==> src/hdl/bat_pkg.sv <==
package bat_pkg;

    localparam int MAX_BREAKPOINTS = 16;
    localparam int IDX_W = (MAX_BREAKPOINTS > 1) ? $clog2(MAX_BREAKPOINTS) : 1;
    localparam int CNT_W = $clog2(MAX_BREAKPOINTS + 1);

    localparam int OP_W      = 3;
    localparam int ADDR_W    = 16;
    localparam int PMS_W     = 17;
    localparam int STATUS_W  = 3;
    localparam int OUT_CNT_W = 5;
    localparam int CFG_IDX_W = 1;

    localparam logic [OP_W-1:0] OP_LOOKUP    = 3'd0;
    localparam logic [OP_W-1:0] OP_SET       = 3'd1;
    localparam logic [OP_W-1:0] OP_CLEAR     = 3'd2;
    localparam logic [OP_W-1:0] OP_TOGGLE    = 3'd3;
    localparam logic [OP_W-1:0] OP_CLEAR_ALL = 3'd4;

    localparam logic [STATUS_W-1:0] STAT_DONE        = 3'd0;
    localparam logic [STATUS_W-1:0] STAT_BAD_ADDRESS = 3'd1;
    localparam logic [STATUS_W-1:0] STAT_NOT_FOUND   = 3'd2;
    localparam logic [STATUS_W-1:0] STAT_FULL        = 3'd3;
    localparam logic [STATUS_W-1:0] STAT_PRESENT     = 3'd4;

    localparam logic [CFG_IDX_W-1:0] CFG_PROGRAM_MEMORY_SIZE = 1'd0;
    localparam logic [CFG_IDX_W-1:0] CFG_STOP_ADDRESS        = 1'd1;

    localparam logic [PMS_W-1:0] PMS_RESET = 17'h10000;

    typedef enum logic [2:0] {
        SEQ_IDLE,
        SEQ_SCAN,
        SEQ_DECIDE,
        SEQ_MOVE,
        SEQ_RESULT
    } seq_state_t;

    typedef struct packed {
        logic [PMS_W-1:0]  program_memory_size;
        logic [ADDR_W-1:0] stop_addr;
    } cfg_t;

    typedef struct packed {
        logic                 entry_hit;
        logic                 stop_hit;
        logic [STATUS_W-1:0]  status;
        logic [OUT_CNT_W-1:0] entry_count;
    } result_t;

endpackage

==> src/hdl/breakpoint_address_table_top.sv <==
// Breakpoint address table with a single stop point.
// Input channel (s_*): one command transaction per item, opcode and address
// in s_tdata. Result channel (m_*): one result transaction per command with
// breakpoint hit, stop hit, status and the entry count after the command.
// Configuration: cfg_we/cfg_index/cfg_wdata write program_memory_size
// (index 0) and the stop point address (index 1); write only while no command is open.
// Operation: a command scans the stored entries one per cycle through a single
// comparator on the registered read port of the entry memory, visiting all
// stored entries or those up to and including the match; a successful clear
// then moves the last entry into the freed slot. s_tready stays low from
// acceptance until the result is handed to the output register, so the engine
// holds at most one command and takes the next one only after that handover.
// Reset (aresetn low, synchronous) empties the table, restores
// program_memory_size to 65536 and the stop point to 0, and drops any result.
// When the receiver stalls, the output register holds the result and the
// engine takes the next command; a second result waits in the engine.
module breakpoint_address_table_top import bat_pkg::*; (
    input  logic                 aclk,
    input  logic                 aresetn,
    // Input channel
    input  logic                 s_tvalid,
    output logic                 s_tready,
    input  logic [23:0]          s_tdata,   // [2:0] opcode, [18:3] address, rest zero
    // Result channel
    output logic                 m_tvalid,
    input  logic                 m_tready,
    output logic [15:0]          m_tdata,   // [0] entry_hit, [1] stop_hit,
                                            // [4:2] status, [9:5] entry_count, rest zero
    // Configuration write port
    input  logic                 cfg_we,
    input  logic [CFG_IDX_W-1:0] cfg_index,
    input  logic [PMS_W-1:0]     cfg_wdata
);

    cfg_t    cfg_reg;
    logic    m_tvalid_reg, m_tvalid_next;
    result_t m_res_reg, m_res_next;
    logic    res_valid;
    logic    res_ready;
    result_t res;

    // Configuration registers
    always_ff @(posedge aclk) begin
        if (!aresetn) begin
            cfg_reg.program_memory_size <= PMS_RESET;
            cfg_reg.stop_addr           <= '0;
        end else if (cfg_we) begin
            case (cfg_index)
                CFG_PROGRAM_MEMORY_SIZE: cfg_reg.program_memory_size <= cfg_wdata;
                CFG_STOP_ADDRESS:        cfg_reg.stop_addr <= cfg_wdata[ADDR_W-1:0];
                default: begin
                end
            endcase
        end
    end

    bat_engine u_engine (
        .aclk       (aclk),
        .aresetn    (aresetn),
        .in_valid   (s_tvalid),
        .in_ready   (s_tready),
        .in_opcode  (s_tdata[OP_W-1:0]),
        .in_address (s_tdata[OP_W+ADDR_W-1:OP_W]),
        .cfg        (cfg_reg),
        .res_valid  (res_valid),
        .res_ready  (res_ready),
        .res        (res)
    );

    // Output register: advance when empty or being drained
    assign res_ready = !m_tvalid_reg || m_tready;

    always_comb begin
        m_tvalid_next = m_tvalid_reg;
        m_res_next    = m_res_reg;
        if (res_valid && res_ready) begin
            m_tvalid_next = 1'b1;
            m_res_next    = res;
        end else if (m_tready) begin
            m_tvalid_next = 1'b0;
        end
    end

    always_ff @(posedge aclk) begin
        if (!aresetn) begin
            m_tvalid_reg <= 1'b0;
        end else begin
            m_tvalid_reg <= m_tvalid_next;
        end
        m_res_reg <= m_res_next;
    end

    assign m_tvalid = m_tvalid_reg;
    assign m_tdata  = {6'b0, m_res_reg.entry_count, m_res_reg.status,
                       m_res_reg.stop_hit, m_res_reg.entry_hit};

endmodule

==> src/hdl/bat_engine.sv <==
module bat_engine import bat_pkg::*; (
    input  logic              aclk,
    input  logic              aresetn,
    input  logic              in_valid,
    output logic              in_ready,
    input  logic [OP_W-1:0]   in_opcode,
    input  logic [ADDR_W-1:0] in_address,
    input  cfg_t              cfg,
    output logic              res_valid,
    input  logic              res_ready,
    output result_t           res
);

    // Breakpoint storage, one write and one registered read port
    logic [ADDR_W-1:0] mem [MAX_BREAKPOINTS];
    logic [ADDR_W-1:0] rd_data_reg;
    logic [IDX_W-1:0]  rd_addr;
    logic              wr_en;
    logic [IDX_W-1:0]  wr_addr;
    logic [ADDR_W-1:0] wr_data;

    always_ff @(posedge aclk) begin
        if (wr_en) begin
            mem[wr_addr] <= wr_data;
        end
        rd_data_reg <= mem[rd_addr];
    end

    seq_state_t          state_reg, state_next;
    logic [OP_W-1:0]     op_reg, op_next;
    logic [ADDR_W-1:0]   addr_reg, addr_next;
    logic [CNT_W-1:0]    scan_idx_reg, scan_idx_next;
    logic                cmp_valid_reg, cmp_valid_next;
    logic [IDX_W-1:0]    cmp_idx_reg, cmp_idx_next;
    logic                found_reg, found_next;
    logic [IDX_W-1:0]    found_idx_reg, found_idx_next;
    logic [CNT_W-1:0]    count_reg, count_next;
    logic [STATUS_W-1:0] status_reg, status_next;

    logic [CNT_W-1:0]    last_cnt;
    logic [OP_W-1:0]     eff_op;
    logic                bad_addr;

    always_ff @(posedge aclk) begin
        if (!aresetn) begin
            state_reg <= SEQ_IDLE;
            count_reg <= '0;
        end else begin
            state_reg <= state_next;
            count_reg <= count_next;
        end
        op_reg        <= op_next;
        addr_reg      <= addr_next;
        scan_idx_reg  <= scan_idx_next;
        cmp_valid_reg <= cmp_valid_next;
        cmp_idx_reg   <= cmp_idx_next;
        found_reg     <= found_next;
        found_idx_reg <= found_idx_next;
        status_reg    <= status_next;
    end

    assign last_cnt = count_reg - CNT_W'(1);
    assign bad_addr = PMS_W'(addr_reg) >= cfg.program_memory_size;

    always_comb begin
        if (op_reg == OP_TOGGLE) begin
            eff_op = found_reg ? OP_CLEAR : OP_SET;
        end else begin
            eff_op = op_reg;
        end
    end

    always_comb begin
        state_next     = state_reg;
        op_next        = op_reg;
        addr_next      = addr_reg;
        scan_idx_next  = scan_idx_reg;
        cmp_valid_next = cmp_valid_reg;
        cmp_idx_next   = cmp_idx_reg;
        found_next     = found_reg;
        found_idx_next = found_idx_reg;
        count_next     = count_reg;
        status_next    = status_reg;
        rd_addr        = scan_idx_reg[IDX_W-1:0];
        wr_en          = 1'b0;
        wr_addr        = count_reg[IDX_W-1:0];
        wr_data        = addr_reg;
        in_ready       = 1'b0;
        res_valid      = 1'b0;

        case (state_reg)
            SEQ_IDLE: begin
                in_ready = 1'b1;
                if (in_valid) begin
                    op_next        = in_opcode;
                    addr_next      = in_address;
                    scan_idx_next  = '0;
                    cmp_valid_next = 1'b0;
                    found_next     = 1'b0;
                    state_next     = SEQ_SCAN;
                end
            end
            SEQ_SCAN: begin
                // compare the entry read last cycle, issue the next read
                if (cmp_valid_reg && (rd_data_reg == addr_reg)) begin
                    found_next     = 1'b1;
                    found_idx_next = cmp_idx_reg;
                    state_next     = SEQ_DECIDE;
                end else if (scan_idx_reg < count_reg) begin
                    cmp_valid_next = 1'b1;
                    cmp_idx_next   = scan_idx_reg[IDX_W-1:0];
                    scan_idx_next  = scan_idx_reg + CNT_W'(1);
                end else begin
                    state_next = SEQ_DECIDE;
                end
            end
            SEQ_DECIDE: begin
                status_next = STAT_DONE;
                state_next  = SEQ_RESULT;
                case (eff_op)
                    OP_SET: begin
                        if (bad_addr) begin
                            status_next = STAT_BAD_ADDRESS;
                        end else if (found_reg) begin
                            status_next = STAT_PRESENT;
                        end else if (count_reg >= CNT_W'(MAX_BREAKPOINTS)) begin
                            status_next = STAT_FULL;
                        end else begin
                            wr_en      = 1'b1;
                            count_next = count_reg + CNT_W'(1);
                        end
                    end
                    OP_CLEAR: begin
                        if (bad_addr) begin
                            status_next = STAT_BAD_ADDRESS;
                        end else if (!found_reg) begin
                            status_next = STAT_NOT_FOUND;
                        end else begin
                            // fetch the last entry to fill the freed slot
                            rd_addr    = last_cnt[IDX_W-1:0];
                            state_next = SEQ_MOVE;
                        end
                    end
                    OP_CLEAR_ALL: begin
                        count_next = '0;
                    end
                    default: begin
                    end
                endcase
            end
            SEQ_MOVE: begin
                wr_en      = 1'b1;
                wr_addr    = found_idx_reg;
                wr_data    = rd_data_reg;
                count_next = last_cnt;
                state_next = SEQ_RESULT;
            end
            SEQ_RESULT: begin
                res_valid = 1'b1;
                if (res_ready) begin
                    state_next = SEQ_IDLE;
                end
            end
            default: begin
                state_next = SEQ_IDLE;
            end
        endcase
    end

    assign res.entry_hit   = found_reg;
    assign res.stop_hit    = (cfg.stop_addr != '0) && (cfg.stop_addr == addr_reg);
    assign res.status      = status_reg;
    assign res.entry_count = OUT_CNT_W'(count_reg);

`ifndef NO_ASSERTIONS
    a_count_bound: assert property (@(posedge aclk) disable iff (!aresetn)
        count_reg <= CNT_W'(MAX_BREAKPOINTS))
        else $error("breakpoint count above table size");

    a_move_nonempty: assert property (@(posedge aclk) disable iff (!aresetn)
        (state_reg == SEQ_MOVE) |-> (count_reg != '0) && found_reg)
        else $error("entry move with empty table or no match");

    a_accept_starts_scan: assert property (@(posedge aclk) disable iff (!aresetn)
        (in_valid && in_ready) |=> (state_reg == SEQ_SCAN))
        else $error("accepted transaction did not start a scan");

    a_set_grows: assert property (@(posedge aclk) disable iff (!aresetn)
        (state_reg == SEQ_DECIDE && wr_en) |=> (count_reg == $past(count_reg) + CNT_W'(1)))
        else $error("set did not grow the table by one");

    a_found_in_range: assert property (@(posedge aclk) disable iff (!aresetn)
        (state_reg == SEQ_DECIDE && found_reg) |-> (CNT_W'(found_idx_reg) < count_reg))
        else $error("match index outside stored entries");
`endif

endmodule

==> config.mk <==
export PLATFORM = sky130hd
export DESIGN_NAME = breakpoint_address_table_top
export DESIGN_NICKNAME = d
export VERILOG_FILES = /design/src/hdl/bat_pkg.sv /design/src/hdl/breakpoint_address_table_top.sv /design/src/hdl/bat_engine.sv
export SDC_FILE = /design/constraint.sdc
export NUM_CORES = 1
export LEC_CHECK = 0
export BUFFER_PORTS_ARGS = -buffer_cell sky130_fd_sc_hd__buf_2
export CORE_MARGIN = 2
export CORE_UTILIZATION = 35
export DETAILED_ROUTE_END_ITERATION = 7
export GPL_TIMING_DRIVEN = 1
export PLACE_DENSITY = 0.61
export SKIP_CTS_REPAIR_TIMING = 1
export SLEW_MARGIN = 20
export SYNTH_ARGS = -nofsm -noshare
export SYNTH_HDL_FRONTEND = slang
export SYNTH_SLANG_ARGS = --single-unit
==> constraint.sdc <==
create_clock -name aclk -period 3.5 [get_ports aclk]
set_input_delay 0.175 -clock aclk [delete_from_list [all_inputs] [get_ports aclk]]
set_output_delay 0.175 -clock aclk [all_outputs]
set_load 0.05 [all_outputs]
After elaboration in Yosys (flattened, before gate mapping) --
Memories as Yosys holds them, arrays and structs flattened. A register that Yosys moved wholly into a read port is not among the register bits. Index checks and enable logic that the tools add are counted. W data, S select, Z words.
Word-level totals: bits in registers 89, RAM bits 256, bits of input ports 47, word-level logic and storage cells 113, memories 1
Memory list:
- u_engine.mem | depth 16, bits a word 16, read ports 1, clocked after Yosys merged registers in 1, wr ports 1, RTL line bat_engine.sv:15 | logic [ADDR_W-1:0] mem [MAX_BREAKPOINTS];
Operators by class: $add $sub $neg 3, magnitude comparators 3, equality and inequality tests 20, mux-type cells 48, bitwise operators 2, reduce and logical (&&, ||, !) cells 19
Operator list (count):
- $mux W3 | 11
- $eq A16 B16 Y1 | 2
- $mux W5 | 6
- $pmux W5 S2 | 3
- $mux W4 | 5
- $ge A16 B17 Y1 | 1
- $mux W16 | 1
- $reduce_bool A16 Y1 | 1
- $pmux W3 S5 | 1
- $mux W1 | 14
- $eq A3 B2 Y1 const B | 4
- $ne A3 B3 Y1 const B | 4
- $add A5 B1 Y5 const B | 2
- $reduce_and A3 Y1 | 3
- $reduce_and A2 Y1 | 4
- $eq A3 B1 Y1 const B | 2
- $eq A3 B3 Y1 const B | 2
- $mux W2 | 3
- $ne A2 B2 Y1 const B | 3
- $pmux W1 S2 | 3
- $pmux W3 S2 | 1
- $reduce_bool A2 Y1 | 3
- $ge A5 B5 Y1 const B | 1
- $lt A5 B5 Y1 | 1
- 10 further kinds | 14

Depth between registers and ports, before layout --
Gate-level depths: netlist of the first run.
depth in word-level cells 8, gate-level depth with buffers 13, mapped depth without buffers 9

By module --
A second synthesis of the first run with hierarchy kept.
Unflattened totals: cell total of the unflattened synthesis 1023, area, all modules 14866.8 sq um
By module, submodules not included:
- bat_engine | instances 1, cells an instance 873, area each 13182.6 sq um, seq. area each 9278.9 sq um
- breakpoint_address_table_top | instances 1, cells an instance 150, area each 1684.1 sq um, seq. area each 980.9 sq um

Least setup slack after synthesis of the first run --
No wires, ideal clock.
path kind reg2reg, start point register u_engine.addr_reg[14], end point memory u_engine.mem[11][0] (enable), arrival time 2901 ps, data required time 3112 ps, path slack 211 ps, stages on the path, launching flop included 11, buffers on the path 2, period minus slack after synthesis 3289 ps, cells stage by stage edfxtp_1 ha_1 a21o_1 a21o_1 a222oi_1 buf_4 buf_6 nand4b_1 nor3_2 a32oi_1 nor2_1
Between the ends: longest elaborated chain between the ends 6
Ends and longest elaborated chain:
- start: declaration | RTL line bat_engine.sv:31 | logic [ADDR_W-1:0] addr_reg, addr_next;
- start signal: assignment | RTL line bat_engine.sv:53 | addr_reg <= addr_next;
- $ge A16 B17 Y1 | RTL line bat_engine.sv:63 | assign bad_addr = PMS_W'(addr_reg) >= cfg.program_memory_size;
- $mux W1 | RTL line bat_engine.sv:122 | if (bad_addr) begin
- $mux W1 | RTL line bat_engine.sv:120 | case (eff_op)
- $pmux W1 S2 | RTL line bat_engine.sv:91 | case (state_reg)
- $mux W1 | RTL line bat_engine.sv:23 | if (wr_en) begin
- $mux W1 (implied by the code) | RTL line bat_engine.sv:24 | mem[wr_addr] <= wr_data;
- end: declaration | RTL line bat_engine.sv:15
Every way passes these cells.

Final worst setup path of the first run --
start point register u_engine.addr_reg[12], end point register u_engine.rd_data_reg[12] (read register of u_engine.mem)
Between the ends: longest elaborated chain between the ends 4
Ends and longest elaborated chain:
- $ge A16 B17 Y1 | RTL line bat_engine.sv:63
- $mux W4 | RTL line bat_engine.sv:134 | if (bad_addr) begin
- $mux W4 | RTL line bat_engine.sv:120
- $mux W4 | RTL line bat_engine.sv:91
- end: declaration | RTL line bat_engine.sv:16 | logic [ADDR_W-1:0] rd_data_reg;
Every way passes these cells. A chain may end at the register's enable or synchronous reset.

==> results.py, run 1 <==
metrics = {
    "run_status": {
        "run_status": "completed",
    },
    "layout": {
        "num_antenna_cells": 0,
        "post_route_cells_drive_above_1_share_pct": 12.1,
        "final_design_area_no_fill_sq_um": 23000,
        "largest_register_ff_count": 256,
        "final_nets": 2077,
        "layout.filler_cells": 5284,
        "multi_input_comb_area_sq_um": 8750,
        "final_core_util_pct": 40.9,
        "sequential_standard_cell_area_sq_um": 10300,
        "syn2layout_area_growth_pct": 15.5,
    },
    "power": {
        "static-leakage-power_nw": 7.42,
        "ir_drop_mv": 0.334,
        "power.density_cell_area_nw_per_um2": 469,
    },
    "global_route": {
        "via_count_of_the_first_global_routing_pass": 15400,
        "antenna_violations_before_repair": 0,
        "grt_use_total_pct": 18.6,
        "grt_start_max_net_pins": 178,
        "grt_remaining_overflow": 0,
        "grt_pass1_wl_microns": 87400,
    },
    "worst_setup_path": {
        "critical_path_required_ns": 4.01,
        "critPathArrivalTime_ns": 3.75,
        "setup.reg_to_reg.worst_slack_ns": 0.26,
        "worstPathMaxFanout": 16,
        "crit_path_frequent_cell": "buf_4",
        "worstRegToRegCells": 10,
        "end_kind": "flip-flop",
        "longest_individual_stage_delay_on_the_worst_path_ns": 0.79,
        "r2r_end": "u_engine.rd_data_reg[12]$_DFF_P_",
        "r2r_start": "u_engine.addr_reg[12]$_DFFE_PP_",
        "criticalPathCategory": "reg2reg",
        "timing.critical_path.slowest_stage_cell": "mux2i_4",
        "path_cells": "ha_1 > a21oi_1 > o21ai_1 > a222oi_1 > buf_4 > nand3_4 > mux2i_4 > a22oi_1 > buf_4 > nand4_1",
        "cpLargestDelayFamily": "compound AO/OA/AOI/OAI gates",
        "crit_path_start_kind": "flip-flop",
        "cp.buffers_inverters": 2,
    },
    "floorplanning": {
        "floorplan_row_count": 87,
        "design.portCount": 65,
        "core_area_sq_um": 56400,
        "fp.dieW_microns": 243,
        "die_y_microns": 243,
        "starting_density_of_the_core_pct": 35.4,
        "dieArea_sq_um": 58900,
    },
    "logic_synthesis": {
        "netlist-cell-type-count": 59,
        "synth_xor_area_share_pct": 1.54,
        "postSynthRegisterBits": 361,
        "area_share_of_fa_ha_maj_cells_after_synthesis_pct": 1.44,
        "synth_edf_count": 303,
        "postSynth.asyncResetShare_pct": 0,
        "synthFlopType": "edfxtp_1",
        "mappedNetlistArea_sq_um": 19900,
        "synth_compound_area_share_pct": 16.5,
        "post_synthesis_mux_area_share_pct": 1.08,
        "synth.yosys.warnings": 0,
        "synth_top_family_by_area": "simple AND/OR/NAND/NOR gates",
        "synthSimpleGateAreaFrac_pct": 22.9,
        "postSynthCellCount": 1968,
        "syn_area_per_cell_sq_um": 10.1,
        "ys_seq_area_share_pct": 51.4,
    },
    "clocking": {
        "cts_root_buf": "clkbuf_16",
        "cts_tree": "yes",
        "ctsLongestPathBuffers": 3,
        "ctsHtreeMaxLevel": 2,
        "tritoncts.num_buffers": 41,
        "register_clock_pin_slew_on_the_reported_worst_setup_and_hold_paths_ns": 0.06,
        "clock_sinks": 361,
        "clock_latency_on_the_worst_skew_pair_ns": 0.59,
    },
    "sta": {
        "report.final.setup_viol": 0,
        "hold_violations": 0,
        "ratio_of_final_minimum_period_to_clock_period_pct": 92.5,
        "fin_tns_setup_ns": 0,
        "post-route-min-period_ns": 3.24,
        "drv_slew": 0,
        "worst_pin_slew_ns": 0.869,
        "clock_skew_ns": 0.0380,
        "achievable-frequency_mhz": 309,
        "maxSlewHeadroom_pct": 40.8,
        "rsz_0062_raised_after_global_routing": "no",
    },
    "routing": {
        "via_count": 16100,
        "viasPerCell": 5.77,
        "highest_metal_layer_used_by_the_detailed_router": "met4",
        "remaining_drc_errors": 0,
        "drt-wirelength-per-cell_microns": 20.5,
        "met3WireLength_microns": 3780,
        "wl_met2_microns": 27600,
        "detail_route.wirelength.met1_microns": 24600,
        "route.final.wire_length_microns": 57400,
        "drt_iter0_drc": 1492,
        "route.antenna.remaining_nets": 0,
        "drtPass1Iterations": 6,
    },
    "worst_hold_path": {
        "timing.hold.worst_path_depth": 4,
        "whs_endpoint": "cfg_reg[23]$_SDFFE_PN0P_",
        "hold_path_startpoint": "cfg_index",
        "timing.hold.worst.class": "in2reg",
    },
    "placement": {
        "port-buffer-count": 53,
        "postPlaceCellArea_sq_um": 21300,
        "gp_routability_congestion": 0.896,
        "dp_hpwl_microns": 34500,
    },
    "flow_run": {
        "maxCapViolCount": 0,
    },
}
## cell usage in the layout (no fill, tap or decap), drive strengths merged, types with 5 or more instances in the layout
| cell type | Yosys | final |
|---|---|---|
| o211ai | 130 | 130 |
| dlygate4sd3 | 0 | 40 |
| nand4 | 150 | 150 |
| and2 | 5 | 5 |
| a21o | 5 | 5 |
| edfxtp | 303 | 303 |
| nor2 | 42 | 42 |
| nor3 | 7 | 7 |
| dfxtp | 58 | 58 |
| a31oi | 5 | 5 |
| a32o | 128 | 128 |
| nand2 | 392 | 392 |
| buf | 47 | 149 |
| clkbuf | 151 | 61 |
| a21oi | 51 | 51 |
| mux2i | 11 | 11 |
| ha | 23 | 23 |
| nand3 | 7 | 7 |
| nor2b | 132 | 132 |
| a22oi | 65 | 65 |
| inv | 28 | 30 |
| conb | 1 | 6 |
| nor4 | 11 | 11 |
| xor2 | 22 | 22 |
| xnor2 | 13 | 13 |
| o21ai | 10 | 10 |
| nand2b | 136 | 136 |
| clkinv | 0 | 11 |
## metrics by stage
stage | setup WS (ns) | instances | power (mW) | hold slack [ns]
6_report | 0.261 | 2796 | 10.8 | 0.0946
5_1_grt | 0.106 | 2796 | 11.2 | 0.100
4_1_cts | 0.247 | 2756 | 10.8 | -0.239
3_5_place_dp | 0.284 | 2680 | 6.66 | 0.353
3_3_place_gp | 0.216 | 2680 | 6.61 | 0.356
2_1_floorplan | 0.211 | 1973 | 6.13 | 0.264
## layer usage
metal	vias up	global-route usage (%)
li1	7406	-
met1	8054	25.1
met3	85	2.65
met4	0	5.77
met5	-	0
met2	595	30.9
## worst max path at each step
stage / start / endpoint / slack [ns] / cells after the start
floorplan: u_engine.addr_reg[14]$_DFFE_PP_ / u_engine.mem[11][0]$_DFFE_PP_ / 0.21 / 10
global placement: u_engine.addr_reg[12]$_DFFE_PP_ / u_engine.rd_data_reg[12]$_DFF_P_ / 0.22 / 10
detailed placement: u_engine.addr_reg[12]$_DFFE_PP_ / u_engine.rd_data_reg[8]$_DFF_P_ / 0.28 / 11
CTS: u_engine.addr_reg[10]$_DFFE_PP_ / u_engine.rd_data_reg[11]$_DFF_P_ / 0.25 / 10
global route: u_engine.addr_reg[12]$_DFFE_PP_ / u_engine.rd_data_reg[12]$_DFF_P_ / 0.11 / 10
finish: u_engine.addr_reg[12]$_DFFE_PP_ / u_engine.rd_data_reg[12]$_DFF_P_ / 0.26 / 10
## layout make-up
type                            count  area share [%]
Sequential cell                   361            44.6
Multi-Input combinational cell   1386            38.0
Inverter                           28           0.456
Clock inverter                     15           0.543
Tap cell                          756            4.11
Timing Repair Buffer              189            7.27
Clock buffer                       61            5.09
## Yosys cell counts, types with 4 or more instances
master | instances | area [sq um]
nand3b_1 | 4 | 30.0
nor2b_1 | 132 | 826
buf_2 | 16 | 80.1
o211ai_1 | 130 | 976
a32oi_1 | 4 | 35.0
nor3_1 | 6 | 30.0
a22oi_1 | 65 | 488
mux2i_4 | 6 | 135
a21o_1 | 5 | 37.5
nand2_1 | 392 | 1470
nand3_1 | 6 | 30.0
buf_1 | 4 | 15.0
clkbuf_1 | 150 | 563
buf_6 | 6 | 67.6
ha_1 | 23 | 288
a32o_1 | 128 | 1280
nor3b_1 | 4 | 30.0
inv_1 | 28 | 105
xor2_1 | 22 | 193
nand4_1 | 150 | 938
a21oi_1 | 50 | 250
buf_4 | 20 | 150
and2_1 | 5 | 31.3
nor4_1 | 10 | 62.6
o21ai_0 | 6 | 30.0
edfxtp_1 | 303 | 9100
xnor2_1 | 13 | 114
nor2_1 | 42 | 158
nand2b_1 | 135 | 845
a31oi_1 | 5 | 31.3
dfxtp_1 | 58 | 1160
## kinds of logic after synthesis
group | count (synthesis)
and+or+nand+nor | 898
AOI/OAI and AO/OA | 411
DFF | 361
buffers and inverters | 226
xor gates and xnor gates | 35
adders and majority gates | 23
muxes | 13
other | 1
## power breakdown
group / total, mW / internal [mW] / leakage [nW] / switching [mW]
Sequential: 5.00 / 4.85 / 3.22 / 0.158
Clock: 4.17 / 2.41 / 0.633 / 1.77
Combinational: 1.62 / 0.650 / 3.56 / 0.975
## tightest hold or removal path: cells and delay by family
family | cells | cell delay [ns]
AND/OR/NAND/NOR | 2 | 0.26
AO/OA/AOI/OAI | 1 | 0.05
buffers and inverters | 1 | 0.12
Power figures use the tool's default switching activity.
==> run 2, diff against run 1 <==
--- a/config.mk
+++ b/config.mk
@@ -10,7 +10,6 @@
 export CORE_UTILIZATION = 35
 export DETAILED_ROUTE_END_ITERATION = 7
 export GPL_TIMING_DRIVEN = 1
-export PLACE_DENSITY = 0.61
 export SKIP_CTS_REPAIR_TIMING = 1
 export SLEW_MARGIN = 20
 export SYNTH_ARGS = -nofsm -noshare
==> run 2 against run 1 <==
Critical path depth did not move. Flip-flop and latch count stayed put. Critical endpoint is now u_engine.mem[7][2]$_DFFE_PP_. Wire length is essentially flat. Combinational power hardly changed. Final cell count decreased by 0.68%. Sequential share of layout area is 0.18 points higher. Non-clock buffer count is 21 lower.
==> results.py, run 2 (synthesized netlist as in run 1, its figures left out) <==
metrics = {
    "worst_setup_path": {
        "crit_end": "u_engine.mem[7][2]$_DFFE_PP_",
        "end_kind": "flip-flop",
        "crit_path_start_kind": "flip-flop",
        "critPathArrivalTime_ns": 3.52,
        "path_cells": "ha_1 > a21oi_1 > o21ai_1 > a222oi_1 > buf_4 > nand4b_1 > nor3_4 > a21oi_1 > nor2_2 > buf_4",
        "setup.reg_to_reg.worst_slack_ns": 0.22,
        "longest_individual_stage_delay_on_the_worst_path_ns": 0.41,
        "r2r_start": "u_engine.addr_reg[10]$_DFFE_PP_",
        "criticalPathCategory": "reg2reg",
        "r2r_end": "u_engine.mem[7][2]$_DFFE_PP_",
        "worstRegToRegCells": 10,
        "critical_path_required_ns": 3.75,
        "timing.critical_path.slowest_stage_cell": "edfxtp_1",
        "setup.worst_path.start": "u_engine.addr_reg[10]$_DFFE_PP_",
        "worstPathMaxFanout": 11,
    },
    "power": {
        "net-switching-power_mw": 2.89,
        "static-leakage-power_nw": 7.37,
        "totalPowerFinal_mw": 10.9,
        "power.density_cell_area_nw_per_um2": 474,
        "combinational_share_of_power_pct": 14.7,
        "p_clk_share_pct": 39.6,
        "ir_drop_mv": 0.312,
        "sw_frac_of_total_pct": 26.5,
        "p_int_mw": 7.99,
        "seqPwrFrac_pct": 45.8,
    },
    "routing": {
        "drt-wirelength-per-cell_microns": 20.7,
        "viasPerCell": 5.78,
        "drtPass1Iterations": 5,
        "remaining_drc_errors": 0,
        "drt_iter0_drc": 1705,
        "via_count": 16000,
        "route.final.wire_length_microns": 57500,
        "route.antenna.remaining_nets": 0,
    },
    "layout": {
        "final_nets": 2057,
        "num_antenna_cells": 0,
        "syn2layout_area_growth_pct": 15.0,
        "mostFrequentLayoutCell": "nand2_1",
        "final_design_area_no_fill_sq_um": 22900,
        "layout.filler_cells": 5322,
        "largest_register_ff_count": 256,
        "highest_count_cells_in_the_layout_ignoring_fill_and_taps": "392 x nand2_1, 303 x edfxtp_1, 150 x nand4_1",
        "post_route_cells_drive_above_1_share_pct": 11.6,
    },
    "sta": {
        "rsz_0062_raised_after_global_routing": "no",
        "fin_tns_setup_ns": 0,
        "drv_slew": 0,
        "report.final.setup_viol": 0,
        "post-route-min-period_ns": 3.28,
        "hold_violations": 0,
        "achievable-frequency_mhz": 305,
        "fin_worst_hold_slack_ns": 0.156,
        "worst_pin_slew_ns": 1.31,
        "ratio_of_final_minimum_period_to_clock_period_pct": 93.6,
        "clock_skew_ns": 0.0192,
        "maxSlewHeadroom_pct": 13.0,
    },
    "floorplanning": {
        "fp.dieW_microns": 243,
        "die_y_microns": 243,
        "floorplan_row_count": 87,
        "starting_density_of_the_core_pct": 35.4,
        "design.portCount": 65,
        "core_area_sq_um": 56400,
        "dieArea_sq_um": 58900,
    },
    "global_route": {
        "grt_use_total_pct": 18.7,
        "grt_pass1_wl_microns": 87600,
        "grt_remaining_overflow": 0,
        "via_count_of_the_first_global_routing_pass": 15300,
        "grt_start_max_net_pins": 261,
        "antenna_violations_before_repair": 0,
    },
    "clocking": {
        "tritoncts.num_buffers": 42,
        "register_clock_pin_slew_on_the_reported_worst_setup_and_hold_paths_ns": 0.06,
        "clock_sinks": 361,
        "cts_tree": "yes",
        "clock_latency_on_the_worst_skew_pair_ns": 0.57,
        "ctsLongestPathBuffers": 3,
        "ctsHtreeMaxLevel": 2,
        "cts_root_buf": "clkbuf_16",
    },
    "worst_hold_path": {
        "timing.hold.worst.class": "in2reg",
    },
    "placement": {
        "dp_hpwl_microns": 33000,
        "gp_routability_congestion": 0.831,
        "postPlaceCellArea_sq_um": 21200,
        "port-buffer-count": 53,
    },
    "flow_run": {
        "maxCapViolCount": 0,
    },
    "run_status": {
        "run_status": "completed",
    },
}
[run 2: changes by cell type in the layout (fill, tap and decap cells not counted), sizes merged]
cell	before	now
buf	149	129
clkbuf	61	57
clkinv	11	20
clkinvlp	1	0
dlygate4sd3	40	39
inv	30	28
[run 2: worst min-delay path by stage]
stage                           start                         endpoint  slack, ns  depth (start not counted)
final                       cfg_index         cfg_reg[20]$_SDFFE_PN0P_       0.16                          5
after global routing        cfg_index         cfg_reg[16]$_SDFFE_PN0P_       0.18                          5
after global placement     s_tdata[2]     u_engine.op_reg[2]$_DFFE_PP_       0.36                          1
after floorplan               aresetn         cfg_reg[32]$_SDFFE_PN1P_       0.26                          1
after CTS                 s_tdata[14]  u_engine.addr_reg[11]$_DFFE_PP_      -0.24                          1
after detailed placement  s_tdata[18]  u_engine.addr_reg[15]$_DFFE_PP_       0.35                          1
[run 2: power groups by stage]
stage	Combinational, mW	Sequential [mW]	Clock [mW]
3_5_place_dp	1.54	5.07	0
2_1_floorplan	1.11	5.02	0
5_1_grt	1.73	4.99	4.55
6_report	1.59	4.98	4.30
4_1_cts	1.54	4.98	4.37
3_3_place_gp	1.50	5.07	0
[run 2: critical path, delay by kind of cell, from the launching register on]
family,cells,cell delay [ns]
AO/OA/AOI/OAI,4,0.91
buffers and inverters,2,0.56
flip-flops,1,0.41
AND/OR/NAND/NOR,3,0.74
adder cells (fa/ha/maj),1,0.31
[run 2: stage by stage]
step	utilization, %	instances	setup slack [ns]
CTS	40.0	2738	0.157
global route	40.7	2777	0.0639
detailed placement	37.6	2660	0.186
global placement	37.6	2660	0.163
finish	40.7	2777	0.225
floorplan	-	1973	0.211
[run 2: cell type report]
cell class                      count  area [sq um]  share of cell area (%)
Clock inverter                     21           133                   0.578
Multi-Input combinational cell   1386          8760                    38.2
Clock buffer                       57          1220                    5.32
Sequential cell                   361         10300                    44.7
Inverter                           28           105                   0.458
Tap cell                          756           946                    4.12
Timing Repair Buffer              168          1510                    6.60
[run 2: layer usage]
layer  wire length, microns  vias to the layer above  GRT usage [%]
met5                      0                        -              0
met4                   1840                        0           6.98
met3                   3520                      125           2.79
met2                  27500                      580           30.8
met1                  24600                     7957           24.9
li1                       -                     7387              -
